[src/hdl/lbc_pkg.sv]
`default_nettype none
// ----------------------------------------------------------------------------
// lbc_pkg
// Types and constants shared by the buffer cache modules.
// ----------------------------------------------------------------------------
package lbc_pkg;

   localparam int NUM_BUFFERS = 32;
   localparam int IDX_W = (NUM_BUFFERS > 1) ? $clog2(NUM_BUFFERS) : 1;
   localparam logic [7:0] COUNT_MAX = 8'hFF;

   localparam logic [2:0] OP_ACQUIRE = 3'd0;
   localparam logic [2:0] OP_RELEASE = 3'd1;
   localparam logic [2:0] OP_PIN = 3'd2;
   localparam logic [2:0] OP_UNPIN = 3'd3;
   localparam logic [2:0] OP_FILL = 3'd4;

   localparam logic [1:0] ST_OK = 2'd0;
   localparam logic [1:0] ST_NO_FREE = 2'd1;
   localparam logic [1:0] ST_COUNT_ERR = 2'd2;

   typedef enum logic [2:0] {
      S_INIT,
      S_IDLE,
      S_SCAN,
      S_DECIDE,
      S_READ,
      S_EXEC,
      S_MTF,
      S_OUT
   } state_type;

   typedef struct packed {
      logic [7:0] device;
      logic [23:0] block;
      logic valid;
      logic [7:0] count;
      logic [IDX_W-1:0] rank;
   } entry_type;

   typedef struct packed {
      logic [2:0] req_type;
      logic [7:0] device;
      logic [23:0] block_number;
      logic [4:0] buffer_index;
   } req_type_type;

   typedef struct packed {
      logic [1:0] status;
      logic hit;
      logic needs_fill;
      logic [4:0] result_buffer;
      logic [7:0] ref_count;
      logic [4:0] recency_position;
   } rsp_type;

   typedef struct packed {
      logic wr_en;
      logic [IDX_W-1:0] wr_addr;
      entry_type wr_data;
      logic rd_en;
      logic [IDX_W-1:0] rd_addr;
   } mem_cmd_type;

endpackage
`default_nettype wire

[src/hdl/lbc_ram.sv]
`default_nettype none
// ----------------------------------------------------------------------------
// lbc_ram
// Simple dual-port synchronous RAM, registered read data.
// ----------------------------------------------------------------------------
module lbc_ram #(
   parameter int WIDTH = 8,
   parameter int DEPTH = 32
) (
   input wire logic clock,
   input wire logic wr_en,
   input wire logic [$clog2(DEPTH)-1:0] wr_addr,
   input wire logic [WIDTH-1:0] wr_data,
   input wire logic rd_en,
   input wire logic [$clog2(DEPTH)-1:0] rd_addr,
   output logic [WIDTH-1:0] rd_data
);

   logic [WIDTH-1:0] mem [DEPTH];

   always_ff @(posedge clock) begin
      if (wr_en) begin
         mem[wr_addr] <= wr_data;
      end
   end

   always_ff @(posedge clock) begin
      if (rd_en) begin
         rd_data <= mem[rd_addr];
      end
   end

endmodule
`default_nettype wire

[src/hdl/lbc_engine.sv]
`default_nettype none
// ----------------------------------------------------------------------------
// lbc_engine
// Sequencer: clearing pass, tag scan, read-modify-write and recency update.
// ----------------------------------------------------------------------------
module lbc_engine (
   input wire logic clock,
   input wire logic reset,
   input wire logic req_valid,
   input wire lbc_pkg::req_type_type req,
   output logic req_ready,
   output logic res_valid,
   output lbc_pkg::rsp_type res,
   input wire logic res_ready,
   output lbc_pkg::mem_cmd_type mem_cmd,
   input wire lbc_pkg::entry_type rd_data
);

   localparam logic [lbc_pkg::IDX_W-1:0] LAST = lbc_pkg::IDX_W'(lbc_pkg::NUM_BUFFERS - 1);

   lbc_pkg::state_type state_ff, state_in;
   lbc_pkg::req_type_type req_ff, req_in;
   lbc_pkg::rsp_type res_ff, res_in;
   logic [lbc_pkg::IDX_W-1:0] cnt_ff, cnt_in;
   logic last_ff, last_in;
   logic rdv_ff, rdv_in;
   logic [lbc_pkg::IDX_W-1:0] rda_ff, rda_in;
   logic m_found_ff, m_found_in;
   logic [lbc_pkg::IDX_W-1:0] m_idx_ff, m_idx_in;
   lbc_pkg::entry_type m_word_ff, m_word_in;
   logic f_found_ff, f_found_in;
   logic [lbc_pkg::IDX_W-1:0] f_idx_ff, f_idx_in;
   logic [lbc_pkg::IDX_W-1:0] f_rank_ff, f_rank_in;
   logic [lbc_pkg::IDX_W-1:0] mtf_rank_ff, mtf_rank_in;

   logic [lbc_pkg::IDX_W-1:0] addr;

   always_ff @(posedge clock) begin
      if (reset) begin
         state_ff <= lbc_pkg::S_INIT;
         rdv_ff <= 1'b0;
         cnt_ff <= '0;
         last_ff <= 1'b0;
      end else begin
         state_ff <= state_in;
         rdv_ff <= rdv_in;
         cnt_ff <= cnt_in;
         last_ff <= last_in;
      end
   end

   always_ff @(posedge clock) begin
      req_ff <= req_in;
      res_ff <= res_in;
      rda_ff <= rda_in;
      m_found_ff <= m_found_in;
      m_idx_ff <= m_idx_in;
      m_word_ff <= m_word_in;
      f_found_ff <= f_found_in;
      f_idx_ff <= f_idx_in;
      f_rank_ff <= f_rank_in;
      mtf_rank_ff <= mtf_rank_in;
   end

   assign addr = lbc_pkg::IDX_W'(req_ff.buffer_index);

   always_comb begin
      lbc_pkg::entry_type w;
      state_in = state_ff;
      req_in = req_ff;
      res_in = res_ff;
      cnt_in = cnt_ff;
      last_in = last_ff;
      rdv_in = 1'b0;
      rda_in = rda_ff;
      m_found_in = m_found_ff;
      m_idx_in = m_idx_ff;
      m_word_in = m_word_ff;
      f_found_in = f_found_ff;
      f_idx_in = f_idx_ff;
      f_rank_in = f_rank_ff;
      mtf_rank_in = mtf_rank_ff;
      mem_cmd = '0;
      req_ready = 1'b0;
      res_valid = 1'b0;
      w = rd_data;

      case (state_ff)
         lbc_pkg::S_INIT: begin
            mem_cmd.wr_en = 1'b1;
            mem_cmd.wr_addr = cnt_ff;
            mem_cmd.wr_data = '0;
            mem_cmd.wr_data.rank = LAST - cnt_ff;
            cnt_in = cnt_ff + 1'b1;
            if (cnt_ff == LAST) begin
               cnt_in = '0;
               state_in = lbc_pkg::S_IDLE;
            end
         end
         lbc_pkg::S_IDLE: begin
            req_ready = 1'b1;
            if (req_valid) begin
               req_in = req;
               res_in = '0;
               cnt_in = '0;
               last_in = 1'b0;
               m_found_in = 1'b0;
               f_found_in = 1'b0;
               if (req.req_type == lbc_pkg::OP_ACQUIRE) begin
                  state_in = lbc_pkg::S_SCAN;
               end else if (req.req_type > lbc_pkg::OP_FILL) begin
                  state_in = lbc_pkg::S_OUT;
               end else if (int'(req.buffer_index) >= lbc_pkg::NUM_BUFFERS) begin
                  res_in.result_buffer = req.buffer_index;
                  state_in = lbc_pkg::S_OUT;
               end else begin
                  state_in = lbc_pkg::S_READ;
               end
            end
         end
         lbc_pkg::S_SCAN, lbc_pkg::S_MTF: begin
            if (!last_ff) begin
               mem_cmd.rd_en = 1'b1;
               mem_cmd.rd_addr = cnt_ff;
               rdv_in = 1'b1;
               rda_in = cnt_ff;
               cnt_in = cnt_ff + 1'b1;
               if (cnt_ff == LAST) begin
                  last_in = 1'b1;
               end
            end
            if (rdv_ff) begin
               if (state_ff == lbc_pkg::S_SCAN) begin
                  if (rd_data.device == req_ff.device && rd_data.block == req_ff.block_number
                      && (!m_found_ff || rd_data.rank < m_word_ff.rank)) begin
                     m_found_in = 1'b1;
                     m_idx_in = rda_ff;
                     m_word_in = rd_data;
                  end
                  if (rd_data.count == 8'd0 && (!f_found_ff || rd_data.rank > f_rank_ff)) begin
                     f_found_in = 1'b1;
                     f_idx_in = rda_ff;
                     f_rank_in = rd_data.rank;
                  end
               end else if (rda_ff != addr && rd_data.rank < mtf_rank_ff) begin
                  w.rank = rd_data.rank + 1'b1;
                  mem_cmd.wr_en = 1'b1;
                  mem_cmd.wr_addr = rda_ff;
                  mem_cmd.wr_data = w;
               end
               if (rda_ff == LAST) begin
                  state_in = (state_ff == lbc_pkg::S_SCAN) ? lbc_pkg::S_DECIDE : lbc_pkg::S_OUT;
               end
            end
         end
         lbc_pkg::S_DECIDE: begin
            state_in = lbc_pkg::S_OUT;
            if (m_found_ff) begin
               w = m_word_ff;
               res_in.hit = 1'b1;
               if (m_word_ff.count == lbc_pkg::COUNT_MAX) begin
                  res_in.status = lbc_pkg::ST_COUNT_ERR;
               end else begin
                  w.count = m_word_ff.count + 1'b1;
                  mem_cmd.wr_en = 1'b1;
                  mem_cmd.wr_addr = m_idx_ff;
                  mem_cmd.wr_data = w;
               end
               res_in.needs_fill = !w.valid;
               res_in.result_buffer = 5'(m_idx_ff);
               res_in.ref_count = w.count;
               res_in.recency_position = 5'(w.rank);
            end else if (f_found_ff) begin
               w.device = req_ff.device;
               w.block = req_ff.block_number;
               w.valid = 1'b0;
               w.count = 8'd1;
               w.rank = f_rank_ff;
               mem_cmd.wr_en = 1'b1;
               mem_cmd.wr_addr = f_idx_ff;
               mem_cmd.wr_data = w;
               res_in.needs_fill = 1'b1;
               res_in.result_buffer = 5'(f_idx_ff);
               res_in.ref_count = 8'd1;
               res_in.recency_position = 5'(f_rank_ff);
            end else begin
               res_in.status = lbc_pkg::ST_NO_FREE;
            end
         end
         lbc_pkg::S_READ: begin
            mem_cmd.rd_en = 1'b1;
            mem_cmd.rd_addr = addr;
            state_in = lbc_pkg::S_EXEC;
         end
         lbc_pkg::S_EXEC: begin
            state_in = lbc_pkg::S_OUT;
            mem_cmd.wr_addr = addr;
            case (req_ff.req_type)
               lbc_pkg::OP_RELEASE, lbc_pkg::OP_UNPIN: begin
                  if (rd_data.count == 8'd0) begin
                     res_in.status = lbc_pkg::ST_COUNT_ERR;
                  end else begin
                     w.count = rd_data.count - 1'b1;
                     mem_cmd.wr_en = 1'b1;
                     if (req_ff.req_type == lbc_pkg::OP_RELEASE && w.count == 8'd0) begin
                        w.rank = '0;
                        mtf_rank_in = rd_data.rank;
                        cnt_in = '0;
                        last_in = 1'b0;
                        state_in = lbc_pkg::S_MTF;
                     end
                  end
               end
               lbc_pkg::OP_PIN: begin
                  if (rd_data.count == lbc_pkg::COUNT_MAX) begin
                     res_in.status = lbc_pkg::ST_COUNT_ERR;
                  end else begin
                     w.count = rd_data.count + 1'b1;
                     mem_cmd.wr_en = 1'b1;
                  end
               end
               default: begin
                  w.valid = 1'b1;
                  mem_cmd.wr_en = 1'b1;
               end
            endcase
            mem_cmd.wr_data = w;
            res_in.needs_fill = !w.valid;
            res_in.result_buffer = req_ff.buffer_index;
            res_in.ref_count = w.count;
            res_in.recency_position = 5'(w.rank);
         end
         lbc_pkg::S_OUT: begin
            res_valid = 1'b1;
            if (res_ready) begin
               state_in = lbc_pkg::S_IDLE;
            end
         end
         default: begin
            state_in = lbc_pkg::S_IDLE;
         end
      endcase
   end

   assign res = res_ff;

endmodule
`default_nettype wire

[src/hdl/lru_block_buffer_cache.sv]
`default_nettype none
// ----------------------------------------------------------------------------
// lru_block_buffer_cache
// Disk-block buffer tag cache with reference counts and lru replacement.
// ----------------------------------------------------------------------------
// channel  direction  contents
// req_     in         tuser: req_type[2:0]; tdata: device, block_number, buffer_index
// rsp_     out        tuser: status[1:0]; tdata: hit, needs_fill, result_buffer,
//                     ref_count, recency_position
//
// acquire scans every tag entry, one tag memory read per cycle of the scan
// release, pin, unpin and fill done read, modify and write one entry; a release that frees
// the buffer adds a recency update pass over every entry
// after reset a clearing pass over every entry runs before req_tready rises
// one transaction in flight; the output register frees the engine once taken
// ----------------------------------------------------------------------------
module lru_block_buffer_cache (
   input wire logic clock,
   input wire logic reset,
   input wire logic req_tvalid,
   output logic req_tready,
   input wire logic [2:0] req_tuser,   // req_type
   input wire logic [39:0] req_tdata,  // device, block_number, buffer_index, zero pad
   output logic rsp_tvalid,
   input wire logic rsp_tready,
   output logic [1:0] rsp_tuser,       // status
   output logic [23:0] rsp_tdata       // hit, needs_fill, result_buffer, ref_count,
                                       // recency_position, zero pad
);

   lbc_pkg::req_type_type req;
   lbc_pkg::rsp_type res;
   lbc_pkg::rsp_type rsp_ff;
   lbc_pkg::mem_cmd_type mem_cmd;
   lbc_pkg::entry_type rd_data;
   logic rsp_valid_ff, rsp_valid_in;
   logic res_valid, res_ready;

   assign req.req_type = req_tuser;
   assign req.device = req_tdata[7:0];
   assign req.block_number = req_tdata[31:8];
   assign req.buffer_index = req_tdata[36:32];

   lbc_ram #(
      .WIDTH($bits(lbc_pkg::entry_type)),
      .DEPTH(lbc_pkg::NUM_BUFFERS)
   ) u_ram (
      .clock(clock),
      .wr_en(mem_cmd.wr_en),
      .wr_addr(mem_cmd.wr_addr),
      .wr_data(mem_cmd.wr_data),
      .rd_en(mem_cmd.rd_en),
      .rd_addr(mem_cmd.rd_addr),
      .rd_data(rd_data)
   );

   lbc_engine u_engine (
      .clock(clock),
      .reset(reset),
      .req_valid(req_tvalid),
      .req(req),
      .req_ready(req_tready),
      .res_valid(res_valid),
      .res(res),
      .res_ready(res_ready),
      .mem_cmd(mem_cmd),
      .rd_data(rd_data)
   );

   assign res_ready = !rsp_valid_ff || rsp_tready;

   always_comb begin
      rsp_valid_in = rsp_valid_ff;
      if (res_ready) begin
         rsp_valid_in = res_valid;
      end
   end

   always_ff @(posedge clock) begin
      if (reset) begin
         rsp_valid_ff <= 1'b0;
      end else begin
         rsp_valid_ff <= rsp_valid_in;
      end
   end

   always_ff @(posedge clock) begin
      if (res_ready && res_valid) begin
         rsp_ff <= res;
      end
   end

   assign rsp_tvalid = rsp_valid_ff;
   assign rsp_tuser = rsp_ff.status;
   assign rsp_tdata = {4'd0, rsp_ff.recency_position, rsp_ff.ref_count,
                       rsp_ff.result_buffer, rsp_ff.needs_fill, rsp_ff.hit};

endmodule
`default_nettype wire
[config.mk]
export PLATFORM = sky130hd
export DESIGN_NAME = lru_block_buffer_cache
export DESIGN_NICKNAME = d
export VERILOG_FILES = /design/src/hdl/lbc_pkg.sv /design/src/hdl/lbc_ram.sv /design/src/hdl/lbc_engine.sv /design/src/hdl/lru_block_buffer_cache.sv
export SDC_FILE = /design/constraint.sdc
export NUM_CORES = 2
export LEC_CHECK = 0
export ABC_AREA = 1
export ABC_CLOCK_PERIOD_IN_PS = 4000
export CAP_MARGIN = 20
export CORE_MARGIN = 2
export CORE_UTILIZATION = 30
export CTS_CLUSTER_DIAMETER = 60
export CTS_CLUSTER_SIZE = 24
export DETAILED_ROUTE_END_ITERATION = 8
export DONT_BUFFER_PORTS = 1
export SLEW_MARGIN = 5
export SYNTH_ARGS = -nofsm -noshare
export SYNTH_HDL_FRONTEND = slang
export SYNTH_HIERARCHICAL = 1
export SYNTH_SLANG_ARGS = --single-unit
[constraint.sdc]
create_clock -name clock -period 4 [get_ports clock]
set_input_delay 0.4 -clock clock [delete_from_list [all_inputs] [get_ports clock]]
set_output_delay 0.4 -clock clock [all_outputs]
set_load 0.01 [all_outputs]
# --- Yosys cells after proc, flatten, opt, wreduce, memory -nomap -nowiden ---
# Memory sizes are Yosys's and may differ from the RTL's. A register that Yosys moved wholly into a read port is not among the register bits.
# Cells that the tools add are included.
word_totals:
  reg_bits: 168
  latch_bits: 0
  ram_bits: 1472
  romBits: 0
  in_bits: 47
  out_inout_bits: 28
  word_cells: 195
  mem_count: 1
classes:
  add_sub_neg: 6
  multipliers: 0
  div: 0
  order_cmp: 4
  eq_ne: 36
  shift: 0
  mux: 72
  n_bitwise: 3
  n_reduce_logical: 40
memory_table:
  columns: ["name", "words", "width", "rd", "rd_ports_with_merged_regs", "wr", "line", "source"]
  rows:
  - ["u_ram.mem", 32, 46, 1, 1, 1, "lbc_ram.sv:19", "logic [WIDTH-1:0] mem [DEPTH];"]
op_table:
  columns: ["op", "count"]
  rows:
  - ["$mux W52", 6]
  - ["$pmux W52 S4", 1]
  - ["$pmux W19 S3", 1]
  - ["$mux W5", 8]
  - ["$mux W19", 2]
  - ["$mux W3", 9]
  - ["$eq A24 B24 Y1", 1]
  - ["$mux W1", 23]
  - ["$mux W22", 1]
  - ["$pmux W3 S7", 1]
  - ["$pmux W5 S4", 1]
  - ["$reduce_and A5 Y1", 4]
  - ["$add A8 B1 Y8 const B", 2]
  - ["$eq A8 B8 Y1 const B", 2]
  - ["$logic_not A8 Y1", 2]
  - ["$mux W8", 2]
  - ["$ne A2 B1 Y1 const B", 8]
  - ["$pmux W8 S2", 1]
  - ["$mux W13", 1]
  - ["$eq A3 B2 Y1 const B", 4]
  - ["$eq A3 B3 Y1 const B", 4]
  - ["$mux W2", 6]
  - ["$pmux W6 S2", 1]
  - ["$reduce_and A4 Y1", 3]
  - ["33 further kinds", 67]

# --- Logic depth before layout (Yosys ltp) ---
depth:
  ltp_word: 9
  ltp_mapped: 19
  mapped_depth_nobuf: 15

# --- Hierarchy ---
# Netlist, hierarchy kept.
by_module_without_submodules:
  columns: ["module", "instances", "cells_each", "area_each_um2", "seq_area_each_um2"]
  rows:
  - ["lbc_ram", 1, 5060, 60619.4, 45583.7]
  - ["lbc_engine", 1, 829, 7911.3, 4254.1]
  - ["lru_block_buffer_cache", 1, 33, 742.0, 680.7]

# --- Least setup slack after synthesis ---
# No wires, ideal clock.
synth_path:
  kind: "reg2reg"
  from: "register u_ram.rd_data[1], read port of u_ram.mem"
  to: "memory u_ram/mem[31][0] (netlist bit) (enable)"
  setup_ns: 0.450
  arrival_ns: 3.893
  path_slack_ns: -0.343
  path_stages_with_launch: 12
  n_path_buf: 1
  path_cell_list: "edfxtp_1 > ha_1 > o21ai_0 > nand2_1 > a21oi_1 > o21bai_1 > nand2_1 > nand2_1 > clkbuf_1 > o21ai_0 > nand3_1 > nor2_1"
synth_rtl:
  columns: ["item", "line", "source"]
  rows:
  - ["start: declaration", "lbc_ram.sv:16", "output logic [WIDTH-1:0] rd_data"]
  - ["end: declaration", "lbc_ram.sv:19", null]

==> results.toml <==
[layout]
multi_input_area_sq_um = 17060
mostFrequentLayoutCell = "nand2_1"
fin_nets = 6054
fillerInstances = 22190
n_antenna_cell = 0
fin_cells = 9107
finalInstanceArea_sq_um = 79490
drive_gt1_share_pct = 8.781
seqCellArea_sq_um = 50520
final_cell_mix = "2267 x nand2_1, 1675 x edfxtp_1, 1203 x nand3_1"
area_growth_pct = 14.75

[status]
outcome = "finished clean"

[global_routing]
first_global_vias = 42300
grt_max_degree = 154
antenna_found_initial = 1
grt_util_all_layers_pct = 15.42
overflow = 0
grt_pass1_wl_um = 276400

[yosys]
synth_cells = 5922
ys_seq_area_share_pct = 72.93
synth_area_per_cell_sq_um = 11.70
syn-cell-area_sq_um = 69270
ys_types = 50
synth-seq-cells = 1686
ys_warn_count = 6

[sta]
finClkSkew_ns = 0.04180
setup_viol = 0
rsz0062_at_grt = "false"
fmax_mhz = 266.6
finalHoldViolCount = 0
period_share_pct = 93.79
finalMaxSlewViolations = 0
relSlewSlack_pct = 29.15
min_period_ns = 3.752
worst_pin_slew_ns = 1.059

[placement]
placed_cells = 8825
detailed_place.area_sq_um = 74530
portBuffers = 0
dp_hpwl_um = 101900
gp_congestion = 0.8552

[clock_network]
cts_resized = 0
cts-root-buf = "clkbuf_16"
cts_tree = "built"
clock_path_buffers = 3
cts.sinks = 1686
insertion_delay_ns = 0.79
htreeDepth = 4
cts_buffers = 130
path_clk_slew_ns = 0.09

[setup_path]
cp.buffers_inverters = 4
cp-startpoint = "u_ram/rd_data[2]"
crit_top_cell = "buf_4"
crit_family = "buffers and inverters"
end_kind = "register"
worstPathRequired_ns = 4.45
critical_path_arrival_ns = 4.20
r2r-start = "u_ram/rd_data[2]"
cp_slowest_cell = "o21ai_0"
cpPeakStageDelay_ns = 0.60
path_max_fanout = 11
path_cells = "buf_4 > ha_1 > a21oi_1 > o21bai_1 > nand2_1 > nand2_1 > o21ai_0 > buf_4 > nand3_1 > buf_4 > nor2_4 > buf_4"
cp-start-kind = "register"
worstSetupPathType = "register to register"

[floorplan]
dieWidth_um = 484.5
die_y_um = 484.5
coreArea_sq_um = 229700
ios = 75
dieArea_sq_um = 234800
initial_core_util_pct = 30.16
rows = 176

[drt]
drtPass1Iterations = 6
postRouteAntennaNets = 0
drt_iter0_markers = 4779
drcViolationCount = 0
routed_via_density = 4.927
wirelength_um = 185500
num_vias = 44870
wl_per_cell_um = 20.37

[power_and_ir_drop]
p_per_area_nw_per_um2 = 611.0
vdd_ir_drop_max_uv = 494.2
p_leak_nw = 28.03

[worst_hold_path]
hold_class = "primary input to register"
hold_start = "req_tvalid"

[flow_run]
drv_cap = 0
-- report_power, final --
| part | internal [W] | switching, W | leakage [nW] |
|---|---|---|---|
| registers | 0.0219 | 0.000569 | 14.8 |
| clock network | 0.00678 | 0.00684 | 2.16 |
| logic | 0.00347 | 0.00898 | 11.1 |
-- logic make-up after synthesis --
| group | count (synthesis) | synth area share [%] |
|---|---|---|
| AO/OA/AOI/OAI | 126 | 1.174 |
| AND/OR/NAND/NOR | 3601 | 21.93 |
| buffers and inverters | 442 | 2.973 |
| adder cells (fa/ha/maj) | 29 | 0.5238 |
| flip-flops | 1686 | 72.93 |
| XOR/XNOR | 37 | 0.4678 |
| other | 1 | 0.005413 |
-- routing by layer --
| metal | share of wire (%) | track usage, % | up-vias |
|---|---|---|---|
| met4 | 3.0 | 4.832 | 0 |
| met3 | 7.5 | 2.373 | 276 |
| met2 | 47 | 25.16 | 1717 |
| met1 | 42 | 21.09 | 22070 |
| met5 | 0 | 0 | - |
| li1 | - | - | 20810 |
-- state kept, by name, summed over array words and instances (netlist names), 2 cells and up --
| name | cells |
|---|---|
| u_engine/rda_ff | 5 |
| u_ram/rd_data | 46 |
| rsp_tuser | 2 |
| rsp_tdata | 20 |
| u_engine/mtf_rank_ff | 5 |
| u_engine/req_ff | 35 |
| u_engine/res | 22 |
| u_engine/cnt_ff | 5 |
| u_ram/mem | 1472 |
| u_engine/m_idx_ff | 5 |
| u_engine/state_ff | 3 |
| u_engine/m_word_ff | 46 |
| u_engine/f_rank_ff | 5 |
| u_engine/f_idx_ff | 5 |
| u_engine/addr | 5 |
-- worst paths after layout --
path / depth (start not counted) / to / slack, ns
setup / recovery: 12 / u_ram/mem[14][8] / 0.25
hold reg to reg: 0 / rsp_tdata[6] / 0.42
setup reg to reg: 12 / u_ram/mem[14][8] / 0.25
hold / removal: 2 / u_engine/req_ff[30] / 0.09
-- cell usage after synthesis (all sizes together) --
master   number  area (sq um)
nand2      2277          8572
edfxtp     1675         50300
nand3      1205          6056
buf         270          1411
inv          99         374.1
nor2         95         412.9
clkbuf       71         266.5
a21oi        32         167.7
ha           29         362.9
o21ai        29         148.9
o211ai       24         180.2
xnor2        23         201.4
xor2         14         122.6
dfxtp        11         220.2
nand4        10         68.81
a31oi         9         56.30
o22ai         8         50.05
nor3          7         35.03
o221ai        6         52.55
or2           5         31.28
a211oi        4         42.54
o2111ai       3         26.28
a22oi         2         15.01
clkinv        2         7.510
nand3b        2         15.01
o21bai        2         15.01
o32ai         2         17.52
a21boi        1         7.510
a21o          1         7.510
a221oi        1         8.760
a32o          1         10.01
conb          1         3.750
o31ai         1         7.510
-- final cells by class --
class                      instances  share of cell area, %
timing repair buffer             262                  4.078
clock buffer                     138                  4.237
inverter                         101                 0.5194
sequential                      1686                  63.55
clock inverter                    97                  1.390
multi-input combinational       3797                  21.46
tap                             3026                  4.763
-- worst reg2reg max path, stage by stage, from the launching register on --
cell	delay, ns
edfxtp_1	0.43
buf_4	0.21
ha_1	0.29
a21oi_1	0.14
o21bai_1	0.08
nand2_1	0.15
nand2_1	0.20
o21ai_0	0.60
buf_4	0.23
nand3_1	0.07
buf_4	0.23
nor2_4	0.40
buf_4	0.37
-- per-stage QoR --
| step | hold WS (ns) | power (W) | setup slack (ns) | TNS (ns) | utilization, % |
|---|---|---|---|---|---|
| 2_1_floorplan | 0.4003 | 0.03041 | -0.3427 | -492.20 | - |
| 3_3_place_gp | 0.4059 | 0.03513 | 0.3310 | 0 | 32.45 |
| 3_5_place_dp | 0.4045 | 0.03527 | 0.3777 | 0 | 32.45 |
| 4_1_cts | 0.03973 | 0.04885 | 0.3194 | 0 | 34.58 |
| 5_1_grt | 0.08684 | 0.05088 | 0.07971 | 0 | 34.61 |
| 6_report | 0.08776 | 0.04857 | 0.2484 | 0 | 34.61 |
-- repair_timing --
action,CTS,global route
hold buffers,42,1
endpoints found under the hold margin,51,5
setup endpoints to repair,0,1
setup buffers,0,3
Note: power is estimated with default switching activity, not from simulation.
